**src/rtl/kchc_pkg.sv**
```systemverilog
`timescale 1ns / 1ps

package kchc_pkg;

    localparam int KCHC_NUM_KEYS = 8;
    localparam int KCHC_MAX_KEYS = 8;

    localparam int LEVELS_W    = 8;
    localparam int KEY_IDX_W   = 3;
    localparam int KIND_W      = 2;
    localparam int COUNT_W     = 8;
    localparam int TIME_W      = 16;
    localparam int PERIOD_W    = 8;
    localparam int CFG_IDX_W   = 2;
    localparam int CFG_DATA_W  = 16;

    localparam logic [TIME_W-1:0]   TIME_MAX  = '1;
    localparam logic [COUNT_W-1:0]  COUNT_MAX = '1;

    localparam logic [PERIOD_W-1:0] SCAN_PERIOD_RST  = 8'd10;
    localparam logic [TIME_W-1:0]   PRESS_THR_RST    = 16'd30;
    localparam logic [TIME_W-1:0]   HOLD_THR_RST     = 16'd1000;
    localparam logic [TIME_W-1:0]   INTERVAL_THR_RST = 16'd300;

    typedef enum logic [CFG_IDX_W-1:0] {
        REG_SCAN_PERIOD  = 2'd0,
        REG_PRESS_THR    = 2'd1,
        REG_HOLD_THR     = 2'd2,
        REG_INTERVAL_THR = 2'd3
    } cfg_reg_t;

    typedef enum logic [2:0] {
        MODE_RELEASE  = 3'd0,
        MODE_DEBOUNCE = 3'd1,
        MODE_PENDING  = 3'd2,
        MODE_BETWEEN  = 3'd3,
        MODE_PRESS    = 3'd4,
        MODE_HOLD     = 3'd5,
        MODE_MULTI    = 3'd6
    } key_mode_t;

    typedef enum logic [KIND_W-1:0] {
        EV_PRESS = 2'd0,
        EV_HOLD  = 2'd1,
        EV_MULTI = 2'd2
    } event_kind_t;

    typedef enum logic [1:0] {
        SEQ_IDLE,
        SEQ_SCAN,
        SEQ_FLUSH
    } seq_state_t;

    typedef struct packed {
        logic [PERIOD_W-1:0] scan_period;
        logic [TIME_W-1:0]   press_thr;
        logic [TIME_W-1:0]   hold_thr;
        logic [TIME_W-1:0]   interval_thr;
    } kchc_cfg_t;

    typedef struct packed {
        key_mode_t          mode;
        logic [TIME_W-1:0]  held;
        logic [TIME_W-1:0]  gap;
        logic [COUNT_W-1:0] count;
    } key_state_t;

endpackage

```
**src/rtl/kchc_key_unit.sv**
```systemverilog
`timescale 1ns / 1ps

module kchc_key_unit
    import kchc_pkg::*;
(
    input  kchc_cfg_t   cfg,
    input  logic        pressed,
    input  key_state_t  cur,
    output key_state_t  nxt,
    output logic        ev_valid,
    output event_kind_t ev_kind
);

    function automatic logic [TIME_W-1:0] sat_add(input logic [TIME_W-1:0] a,
                                                  input logic [PERIOD_W-1:0] b);
        logic [TIME_W:0] s;
        s = {1'b0, a} + {{(TIME_W + 1 - PERIOD_W){1'b0}}, b};
        return s[TIME_W] ? TIME_MAX : s[TIME_W-1:0];
    endfunction

    function automatic logic [COUNT_W-1:0] sat_inc(input logic [COUNT_W-1:0] a);
        return (a == COUNT_MAX) ? COUNT_MAX : a + COUNT_W'(1);
    endfunction

    always_comb
    begin
        logic [TIME_W-1:0] held_base;
        logic [TIME_W-1:0] held_n;
        logic [TIME_W-1:0] gap_n;

        // Held time is kept on release only while debouncing or holding.
        held_base = (!pressed && cur.mode != MODE_DEBOUNCE && cur.mode != MODE_HOLD)
                    ? '0 : cur.held;
        held_n = pressed ? sat_add(held_base, cfg.scan_period) : held_base;
        gap_n  = (cur.mode == MODE_PENDING || cur.mode == MODE_BETWEEN)
                 ? sat_add(cur.gap, cfg.scan_period) : '0;

        nxt.mode  = cur.mode;
        nxt.held  = held_n;
        nxt.gap   = gap_n;
        nxt.count = cur.count;
        ev_valid  = 1'b0;
        ev_kind   = EV_PRESS;

        unique case (cur.mode)
            MODE_RELEASE:
            begin
                nxt.count = '0;
                if (pressed)
                begin
                    nxt.mode = MODE_DEBOUNCE;
                end
            end
            MODE_DEBOUNCE:
            begin
                if (held_n > cfg.hold_thr)
                begin
                    nxt.mode = MODE_HOLD;
                end
                if (!pressed)
                begin
                    if (held_n > cfg.press_thr && held_n < cfg.hold_thr)
                    begin
                        nxt.mode  = MODE_PENDING;
                        nxt.count = sat_inc(cur.count);
                    end
                    else
                    begin
                        nxt.mode = MODE_RELEASE;
                    end
                end
            end
            MODE_PENDING, MODE_BETWEEN:
            begin
                if (gap_n < cfg.interval_thr)
                begin
                    if (held_n > cfg.press_thr)
                    begin
                        nxt.mode  = MODE_MULTI;
                        nxt.count = sat_inc(cur.count);
                    end
                end
                else if (cur.mode == MODE_PENDING)
                begin
                    nxt.mode = MODE_PRESS;
                end
                else
                begin
                    ev_valid = 1'b1;
                    ev_kind  = EV_MULTI;
                    nxt.mode = MODE_RELEASE;
                end
            end
            MODE_PRESS:
            begin
                ev_valid = 1'b1;
                ev_kind  = EV_PRESS;
                if (!pressed)
                begin
                    nxt.mode = MODE_RELEASE;
                end
            end
            MODE_HOLD:
            begin
                if (!pressed)
                begin
                    ev_valid = 1'b1;
                    ev_kind  = EV_HOLD;
                    nxt.mode = MODE_RELEASE;
                end
            end
            MODE_MULTI:
            begin
                if (!pressed)
                begin
                    nxt.mode = MODE_BETWEEN;
                end
            end
            default:
            begin
                // The unused mode code is sticky and reports nothing.
            end
        endcase
    end

endmodule

```
**src/rtl/key_click_hold_classifier_unit.sv**
```systemverilog
`timescale 1ns / 1ps

// Key click and hold classifier.
// Each input request is one scan tick: key_levels holds the raw level of each
// key, and a 0 bit means the key is pressed. The block walks the keys one per
// cycle, except while the scan waits on a stalled output, through a single
// shared classifier unit. It scans min(NUM_KEYS, 8) keys, then flushes any
// held-back last event, and only after that accepts a new tick. in_stall
// stays high for the whole scan and the flush.
// Each key gives at most one event per tick, in ascending key order. The
// latest event is held back one slot so that last_of_tick can be set on the
// final event of the tick; a tick with no events gives no output request.
// Results leave through an output register, which holds still while the
// receiver holds out_stall. If an event is already held back and the output
// is stalled, the scan waits at the next key that has an event.
// Configuration writes via cfg_we / cfg_index / cfg_data take effect at once
// and are meant to be made while the block is idle.
// Reset returns every key to the release state with cleared timers and
// counts, and loads the default scan period and thresholds.

module key_click_hold_classifier_unit
    import kchc_pkg::*;
#(
    parameter int NUM_KEYS = KCHC_NUM_KEYS
)
(
    input  logic                  clk,
    input  logic                  rst_n,

    input  logic                  cfg_we,
    input  logic [CFG_IDX_W-1:0]  cfg_index,
    input  logic [CFG_DATA_W-1:0] cfg_data,

    input  logic                  in_valid,
    output logic                  in_stall,
    input  logic [LEVELS_W-1:0]   key_levels,

    output logic                  out_valid,
    input  logic                  out_stall,
    output logic [KEY_IDX_W-1:0]  key_index,
    output logic [KIND_W-1:0]     event_kind,
    output logic [COUNT_W-1:0]    click_total,
    output logic                  last_of_tick
);

    localparam int KEYS   = (NUM_KEYS > KCHC_MAX_KEYS) ? KCHC_MAX_KEYS : NUM_KEYS;
    localparam int KIDX_W = (KEYS > 1) ? $clog2(KEYS) : 1;
    localparam logic [KIDX_W-1:0] LAST_KEY = KIDX_W'(KEYS - 1);

    kchc_cfg_t   cfg_reg;
    key_state_t  keys_reg [KEYS];

    seq_state_t  state_reg, state_next;
    logic [KIDX_W-1:0]   key_cnt_reg;
    logic [LEVELS_W-1:0] levels_reg;

    logic                pend_valid_reg;
    logic [KEY_IDX_W-1:0] pend_key_reg;
    event_kind_t         pend_kind_reg;
    logic [COUNT_W-1:0]  pend_count_reg;

    logic                out_valid_reg;
    logic [KEY_IDX_W-1:0] out_key_reg;
    event_kind_t         out_kind_reg;
    logic [COUNT_W-1:0]  out_count_reg;
    logic                out_last_reg;

    key_state_t  cur_key;
    key_state_t  nxt_key;
    logic        ev_valid;
    event_kind_t ev_kind;

    logic        out_free;
    logic        accept;
    logic        key_update;
    logic        pend_load;
    logic        pend_clear;
    logic        out_load;
    logic        out_last;

    // Configuration registers.
    always_ff @(posedge clk or negedge rst_n)
    begin
        if (!rst_n)
        begin
            cfg_reg.scan_period  <= SCAN_PERIOD_RST;
            cfg_reg.press_thr    <= PRESS_THR_RST;
            cfg_reg.hold_thr     <= HOLD_THR_RST;
            cfg_reg.interval_thr <= INTERVAL_THR_RST;
        end
        else if (cfg_we)
        begin
            unique case (cfg_reg_t'(cfg_index))
                REG_SCAN_PERIOD:  cfg_reg.scan_period  <= cfg_data[PERIOD_W-1:0];
                REG_PRESS_THR:    cfg_reg.press_thr    <= cfg_data[TIME_W-1:0];
                REG_HOLD_THR:     cfg_reg.hold_thr     <= cfg_data[TIME_W-1:0];
                REG_INTERVAL_THR: cfg_reg.interval_thr <= cfg_data[TIME_W-1:0];
                default:          ;
            endcase
        end
    end

    assign cur_key = keys_reg[key_cnt_reg];

    kchc_key_unit u_key_unit (
        .cfg      (cfg_reg),
        .pressed  (!levels_reg[key_cnt_reg]),
        .cur      (cur_key),
        .nxt      (nxt_key),
        .ev_valid (ev_valid),
        .ev_kind  (ev_kind)
    );

    assign out_free = !out_valid_reg || !out_stall;

    always_ff @(posedge clk or negedge rst_n)
    begin
        if (!rst_n)
        begin
            state_reg <= SEQ_IDLE;
        end
        else
        begin
            state_reg <= state_next;
        end
    end

    always_comb
    begin
        state_next = state_reg;
        accept     = 1'b0;
        key_update = 1'b0;
        pend_load  = 1'b0;
        pend_clear = 1'b0;
        out_load   = 1'b0;
        out_last   = 1'b0;

        unique case (state_reg)
            SEQ_IDLE:
            begin
                if (in_valid)
                begin
                    accept     = 1'b1;
                    state_next = SEQ_SCAN;
                end
            end
            SEQ_SCAN:
            begin
                // A new event pushes the held-back one out, so it needs room.
                if (!(ev_valid && pend_valid_reg && !out_free))
                begin
                    key_update = 1'b1;
                    pend_load  = ev_valid;
                    out_load   = ev_valid && pend_valid_reg;
                    if (key_cnt_reg == LAST_KEY)
                    begin
                        state_next = SEQ_FLUSH;
                    end
                end
            end
            SEQ_FLUSH:
            begin
                if (!pend_valid_reg)
                begin
                    state_next = SEQ_IDLE;
                end
                else if (out_free)
                begin
                    out_load   = 1'b1;
                    out_last   = 1'b1;
                    pend_clear = 1'b1;
                    state_next = SEQ_IDLE;
                end
            end
            default:
            begin
                state_next = SEQ_IDLE;
            end
        endcase
    end

    // Per-key classifier state.
    always_ff @(posedge clk or negedge rst_n)
    begin
        if (!rst_n)
        begin
            for (int k = 0; k < KEYS; k++)
            begin
                keys_reg[k] <= '{mode: MODE_RELEASE, held: '0, gap: '0, count: '0};
            end
        end
        else if (key_update)
        begin
            keys_reg[key_cnt_reg] <= nxt_key;
        end
    end

    always_ff @(posedge clk or negedge rst_n)
    begin
        if (!rst_n)
        begin
            key_cnt_reg    <= '0;
            pend_valid_reg <= 1'b0;
            out_valid_reg  <= 1'b0;
        end
        else
        begin
            if (accept)
            begin
                key_cnt_reg <= '0;
            end
            else if (key_update && key_cnt_reg != LAST_KEY)
            begin
                key_cnt_reg <= key_cnt_reg + KIDX_W'(1);
            end

            if (pend_load)
            begin
                pend_valid_reg <= 1'b1;
            end
            else if (pend_clear)
            begin
                pend_valid_reg <= 1'b0;
            end

            if (out_load)
            begin
                out_valid_reg <= 1'b1;
            end
            else if (!out_stall)
            begin
                out_valid_reg <= 1'b0;
            end
        end
    end

    // Payload registers.
    always_ff @(posedge clk)
    begin
        if (accept)
        begin
            levels_reg <= key_levels;
        end
        if (out_load)
        begin
            out_key_reg   <= pend_key_reg;
            out_kind_reg  <= pend_kind_reg;
            out_count_reg <= pend_count_reg;
            out_last_reg  <= out_last;
        end
        if (pend_load)
        begin
            pend_key_reg   <= KEY_IDX_W'(key_cnt_reg);
            pend_kind_reg  <= ev_kind;
            pend_count_reg <= nxt_key.count;
        end
    end

    assign in_stall     = (state_reg != SEQ_IDLE);
    assign out_valid    = out_valid_reg;
    assign key_index    = out_key_reg;
    assign event_kind   = out_kind_reg;
    assign click_total  = out_count_reg;
    assign last_of_tick = out_last_reg;

endmodule

```
**config.mk**
```make
export PLATFORM = sky130hd
export DESIGN_NAME = key_click_hold_classifier_unit
export DESIGN_NICKNAME = d
export VERILOG_FILES = /design/src/rtl/kchc_pkg.sv /design/src/rtl/kchc_key_unit.sv /design/src/rtl/key_click_hold_classifier_unit.sv
export SDC_FILE = /design/constraint.sdc
export NUM_CORES = 1
export LEC_CHECK = 0
export ABC_CLOCK_PERIOD_IN_PS = 12000
export BUFFER_PORTS_ARGS = -buffer_cell sky130_fd_sc_hd__buf_2
export CAP_MARGIN = 5
export CORE_MARGIN = 2
export CORE_UTILIZATION = 45
export CTS_BUF_LIST = sky130_fd_sc_hd__clkbuf_4
export CTS_CLUSTER_SIZE = 16
export DETAILED_ROUTE_END_ITERATION = 10
export SYNTH_ARGS = -nofsm -noshare
export SYNTH_HDL_FRONTEND = slang
export SYNTH_SLANG_ARGS = --single-unit
```
**constraint.sdc**
```tcl
create_clock -name clk -period 12 [get_ports clk]
set_clock_uncertainty 0.1 [all_clocks]
set_input_delay 3.6 -clock clk [delete_from_list [all_inputs] [get_ports clk]]
set_output_delay 3.6 -clock clk [all_outputs]
set_load 0.05 [all_outputs]
```
==> results.rst <==
.. list-table::
   :header-rows: 1

   * - Metric
     - Value
   * - Outcome
     - complete, no violations
   * - Clock network latency to the later pin of the worst-skew pair
     - 0.91 ns
   * - Hold crit path type
     - reg2reg
   * - Peak clock frequency supported by timing
     - 104.7 MHz
   * - Number of nets at the end of the flow
     - 1948
   * - Critical path start-end classification
     - reg2reg
   * - Fraction of registers with async set/reset
     - 92.08%
   * - Via density
     - 5.767
   * - HPWL after detailed placement
     - around 40000 um
   * - Number of slew-limit violations in the final report
     - 0
   * - Clock root buffer
     - clkbuf_4
   * - Net Switching
     - 2.564 mW
   * - Max-Cap Viols
     - 0
   * - Cell Pwr Density
     - approximately 240 mW/mm2
   * - Cell with the largest stage delay on the worst path
     - a211oi_1
   * - Combinational fraction of design power
     - 46.3%
   * - Switching part of the total power
     - 41.07%
   * - Relative contribution of sequential cells to total power
     - roughly 33%
   * - Final worst setup slack
     - 2.447 ns
   * - Initial antenna violation count
     - 2
   * - Number of vias in the routed layout
     - around 15000
   * - Wire length of the first global-routing pass
     - roughly 96000 um
   * - Count of antenna-violating nets left after detailed routing
     - 0
   * - Average footprint of a synthesized cell
     - 13.49 um2
   * - Inserted Clock Buffers
     - 114
   * - Count of H-tree levels built during CTS
     - 3
   * - Worst path required time
     - roughly 13 ns
   * - Total internal power
     - about 3.7 mW
   * - Clock tree from TritonCTS
     - yes
   * - Cell Area, Synth
     - 0.02329 mm2
   * - Maximum number of pins on one net before global-route repair
     - 95
   * - Largest fanout on the critical path
     - 52
   * - Total number of yosys warnings
     - 0
   * - Syn_nets
     - approximately 1800
   * - Leakage dissipation
     - 11.95 nW
   * - Total power consumption of the routed design
     - 6.242 mW
   * - Largest stage delay on the critical path
     - 0.90 ns
   * - Sink count of the clock tree
     - 442
   * - Global router's overall resource usage
     - 23.60%
   * - Floorplan die area
     - 0.05359 mm2
   * - Number of remaining DRC errors
     - 0
   * - Relative slew margins
     - 16.18%
   * - Clock group share of total power
     - between 20% and 30%
   * - Number of hold-repair buffers added at the cts stage
     - 0
   * - Post-synthesis register bit count
     - between 400 and 500
   * - Detailed Route Iter0 Violations
     - approximately 1100
   * - Number of primary I/O pins
     - between 40 and 50
   * - Die height
     - between 200 and 250 um
   * - Number of cells in the finished layout apart from fillers
     - roughly 2600
   * - RSZ-0062 raised after global routing
     - no
   * - Worst Setup End Kind
     - flip-flop
   * - Worst Hold Margin
     - 0.3223 ns
   * - Register area share after synthesis
     - between 40% and 50%
   * - Overall die width
     - 231.5 um
   * - Total routed wirelength
     - 61130 um
   * - Count of flip-flops with a built-in enable after synthesis
     - 35
   * - Post-route clock period utilization
     - 79.61%
   * - Pre-CTS setup slack
     - ~2.5 ns
   * - Fraction of layout instances using a drive strength above 1
     - between 30 and 40%
   * - Main flop type after synthesis
     - dfrtp_1
   * - Initial core utilization
     - between 40% and 50%
   * - Fin. Hold Viols
     - 0
   * - GPL Wtd Cong
     - slightly below 0.9
   * - Number of cell rows
     - 83
   * - Sum of overflow across all layers after global routing
     - 0
   * - Number of global-route vias before repair
     - ~16000
   * - Final routed wire length divided by cell count
     - 23.32 um
   * - Highest ir drop seen on vdd
     - 0.1299 mV
   * - Aggregate negative setup slack
     - 0 ns
   * - First-pass iteration count of the detailed router
     - 5
   * - Largest register FFs
     - 344
   * - I/O Buffers
     - 46
   * - Critical path data arrival time
     - approximately 10 ns
   * - Min Clock Period, post-route
     - 9.553 ns
   * - Number of cells in the design after placement
     - 2408
   * - Area Overhead vs Synth
     - 9.842%
   * - Number of buffers on the longest clock path
     - 3
   * - Clock transition at the registers of the reported paths
     - about 0.06 ns
   * - Final setup violation count
     - 0
   * - Number of fillers in the final layout
     - 4472
   * - Worst slew pin tran
     - 1.253 ns
   * - Number of cells produced by synthesis
     - ~1700
   * - Ordered cell list for the critical path
     - buf_4 -> nor2b_1 -> a21oi_1 -> o22a_1 -> o21ai_0 -> ha_1 -> nand2_1 -> o31a_1 -> nor4b_4 -> buf_4 -> nor2_1 -> a211oi_1 -> ha_1 -> and3_1 -> and4_1 -> o21ai_0 -> o21ai_0 -> nand3_1 -> a32oi_4 -> nor3_4 -> buf_4 -> mux2_4
   * - Number of instances resized during post-cts repair
     - 0
   * - Count of different cell masters after synthesis
     - 88
   * - Launching element type of the critical path
     - flip-flop
   * - Setup Fix Bufs, Post-CTS
     - 0
   * - Core region area
     - 0.05120 mm2
## power groups by stage
| stage | sequential [mW] | combinational, mW | clock (mW) |
|---|---|---|---|
| after global routing | 2.12 | 3.13 | 1.41 |
| final | 2.08 | 2.89 | 1.28 |
| after floorplan | 2.04 | 2.07 | 0 |
| after detailed placement | 2.10 | 2.87 | 0 |
| after global placement | 2.09 | 2.83 | 0 |
| after CTS | 2.08 | 2.88 | 1.32 |
## worst max-delay path, delay by kind of cell, from the launching register on
kind / cells / cell delay, ns
simple gates: 8 / 3.04
buf+inv: 3 / 1.75
compound gates: 8 / 2.58
fa+ha+maj: 2 / 0.64
mux: 1 / 0.35
flops: 1 / 0.76
## cell usage in the layout, fill, tap and decap left out, types with 16 or more instances in the layout
| master | Yosys | layout |
|---|---|---|
| nor2_1 | 62 | 62 |
| inv_1 | 69 | 69 |
| o22ai_1 | 22 | 22 |
| buf_2 | 18 | 45 |
| clkbuf_4 | 0 | 172 |
| buf_4 | 22 | 37 |
| mux2_2 | 180 | 180 |
| edfxtp_1 | 35 | 35 |
| dfrtp_1 | 391 | 388 |
| dfstp_2 | 16 | 16 |
| nand3_1 | 25 | 25 |
| ha_1 | 70 | 70 |
| mux2i_1 | 38 | 38 |
| a21oi_1 | 52 | 52 |
| mux2_4 | 160 | 160 |
| and2_1 | 16 | 16 |
| clkinv_1 | 0 | 26 |
| mux4_2 | 48 | 48 |
| o21ai_0 | 40 | 40 |
| nand2_1 | 75 | 75 |
| mux2_1 | 84 | 84 |
## synthesized netlist by cell type (7+ instances only)
cell type / instances / area share [%]
a211oi_1: 14 / 0.45
a21o_1: 14 / 0.45
a21oi_1: 52 / 1.1
a221oi_1: 7 / 0.26
and2_1: 16 / 0.43
and3_1: 13 / 0.35
buf_2: 18 / 0.39
buf_4: 22 / 0.71
buf_6: 21 / 1.0
clkbuf_1: 15 / 0.24
dfrtp_1: 391 / 42
dfstp_2: 16 / 1.8
edfxtp_1: 35 / 4.5
ha_1: 70 / 3.8
inv_1: 69 / 1.1
mux2_1: 84 / 4.1
mux2_2: 180 / 8.7
mux2_4: 160 / 10
mux2i_1: 38 / 1.6
mux4_2: 48 / 4.6
nand2_1: 75 / 1.2
nand2b_1: 12 / 0.32
nand3_1: 25 / 0.54
nand4_1: 8 / 0.21
nor2_1: 62 / 1.0
nor2b_1: 10 / 0.27
nor3_1: 13 / 0.28
o211ai_1: 9 / 0.29
o21ai_0: 40 / 0.86
o221ai_1: 14 / 0.53
o22ai_1: 22 / 0.59
xnor2_1: 11 / 0.41
xor2_1: 7 / 0.26
## cell type report
type	count	area (um2)	area share, %
repair buffers	85	545.5	2.132
well taps	680	850.8	3.326
flip-flops and latches	442	11260	44.03
clock buffers	171	1284	5.018
diodes	4	10.01	0.03913
clock inverters	37	155.1	0.6065
inverters	72	270.3	1.056
multi-input cells	1130	11200	43.79
## per-layer routing
layer	routed length (um)	vias to the layer above	GRT usage, %
li1	-	6745	-
met1	26950	7807	31.29
met4	1701	0	8.347
met2	28470	441	37.43
met3	4002	123	6.152
met5	0	-	0
## final timing paths
kind | startpoint | endpoint | slack, ns | cells past startpoint
setup reg to reg | key_cnt_reg[2]$_DFFE_PN0P_ | keys_reg[197]$_DFFE_PN0P_ | 2.45 | 22
hold reg to reg | pend_count_reg[0]$_DFFE_PP_ | click_total[0]$_DFFE_PP_ | 0.32 | 0
setup / recovery | key_cnt_reg[2]$_DFFE_PN0P_ | keys_reg[197]$_DFFE_PN0P_ | 2.45 | 22
min in group asynchronous | rst_n | cfg_reg[18]$_DFFE_PN0P_ | 2.65 | 1
max in group asynchronous | rst_n | keys_reg[167]$_DFFE_PN0P_ | 7.04 | 3
hold / removal | pend_count_reg[0]$_DFFE_PP_ | click_total[0]$_DFFE_PP_ | 0.32 | 0
## through the flow
stage,util [%],instance area (um2)
global placement,47.12,24130
floorplan,-,23290
global route,49.97,25580
detailed placement,47.12,24130
CTS,49.93,25560
finish,49.97,25580
## logic make-up (layout without fill, tap and decap cells)
group | after synthesis | count (layout) | share of synthesized area [%]
and+or+nand+nor | 272 | 272 | 6.162
buffers and inverters | 154 | 365 | 3.610
DFF | 442 | 442 | 48.33
AOI/OAI and AO/OA | 258 | 258 | 7.935
muxes | 510 | 510 | 29.35
adders and majority gates | 72 | 72 | 3.933
xor gates and xnor gates | 18 | 18 | 0.6769
other | 0 | 4 | 0
Note: power is estimated with default switching activity, not from simulation.
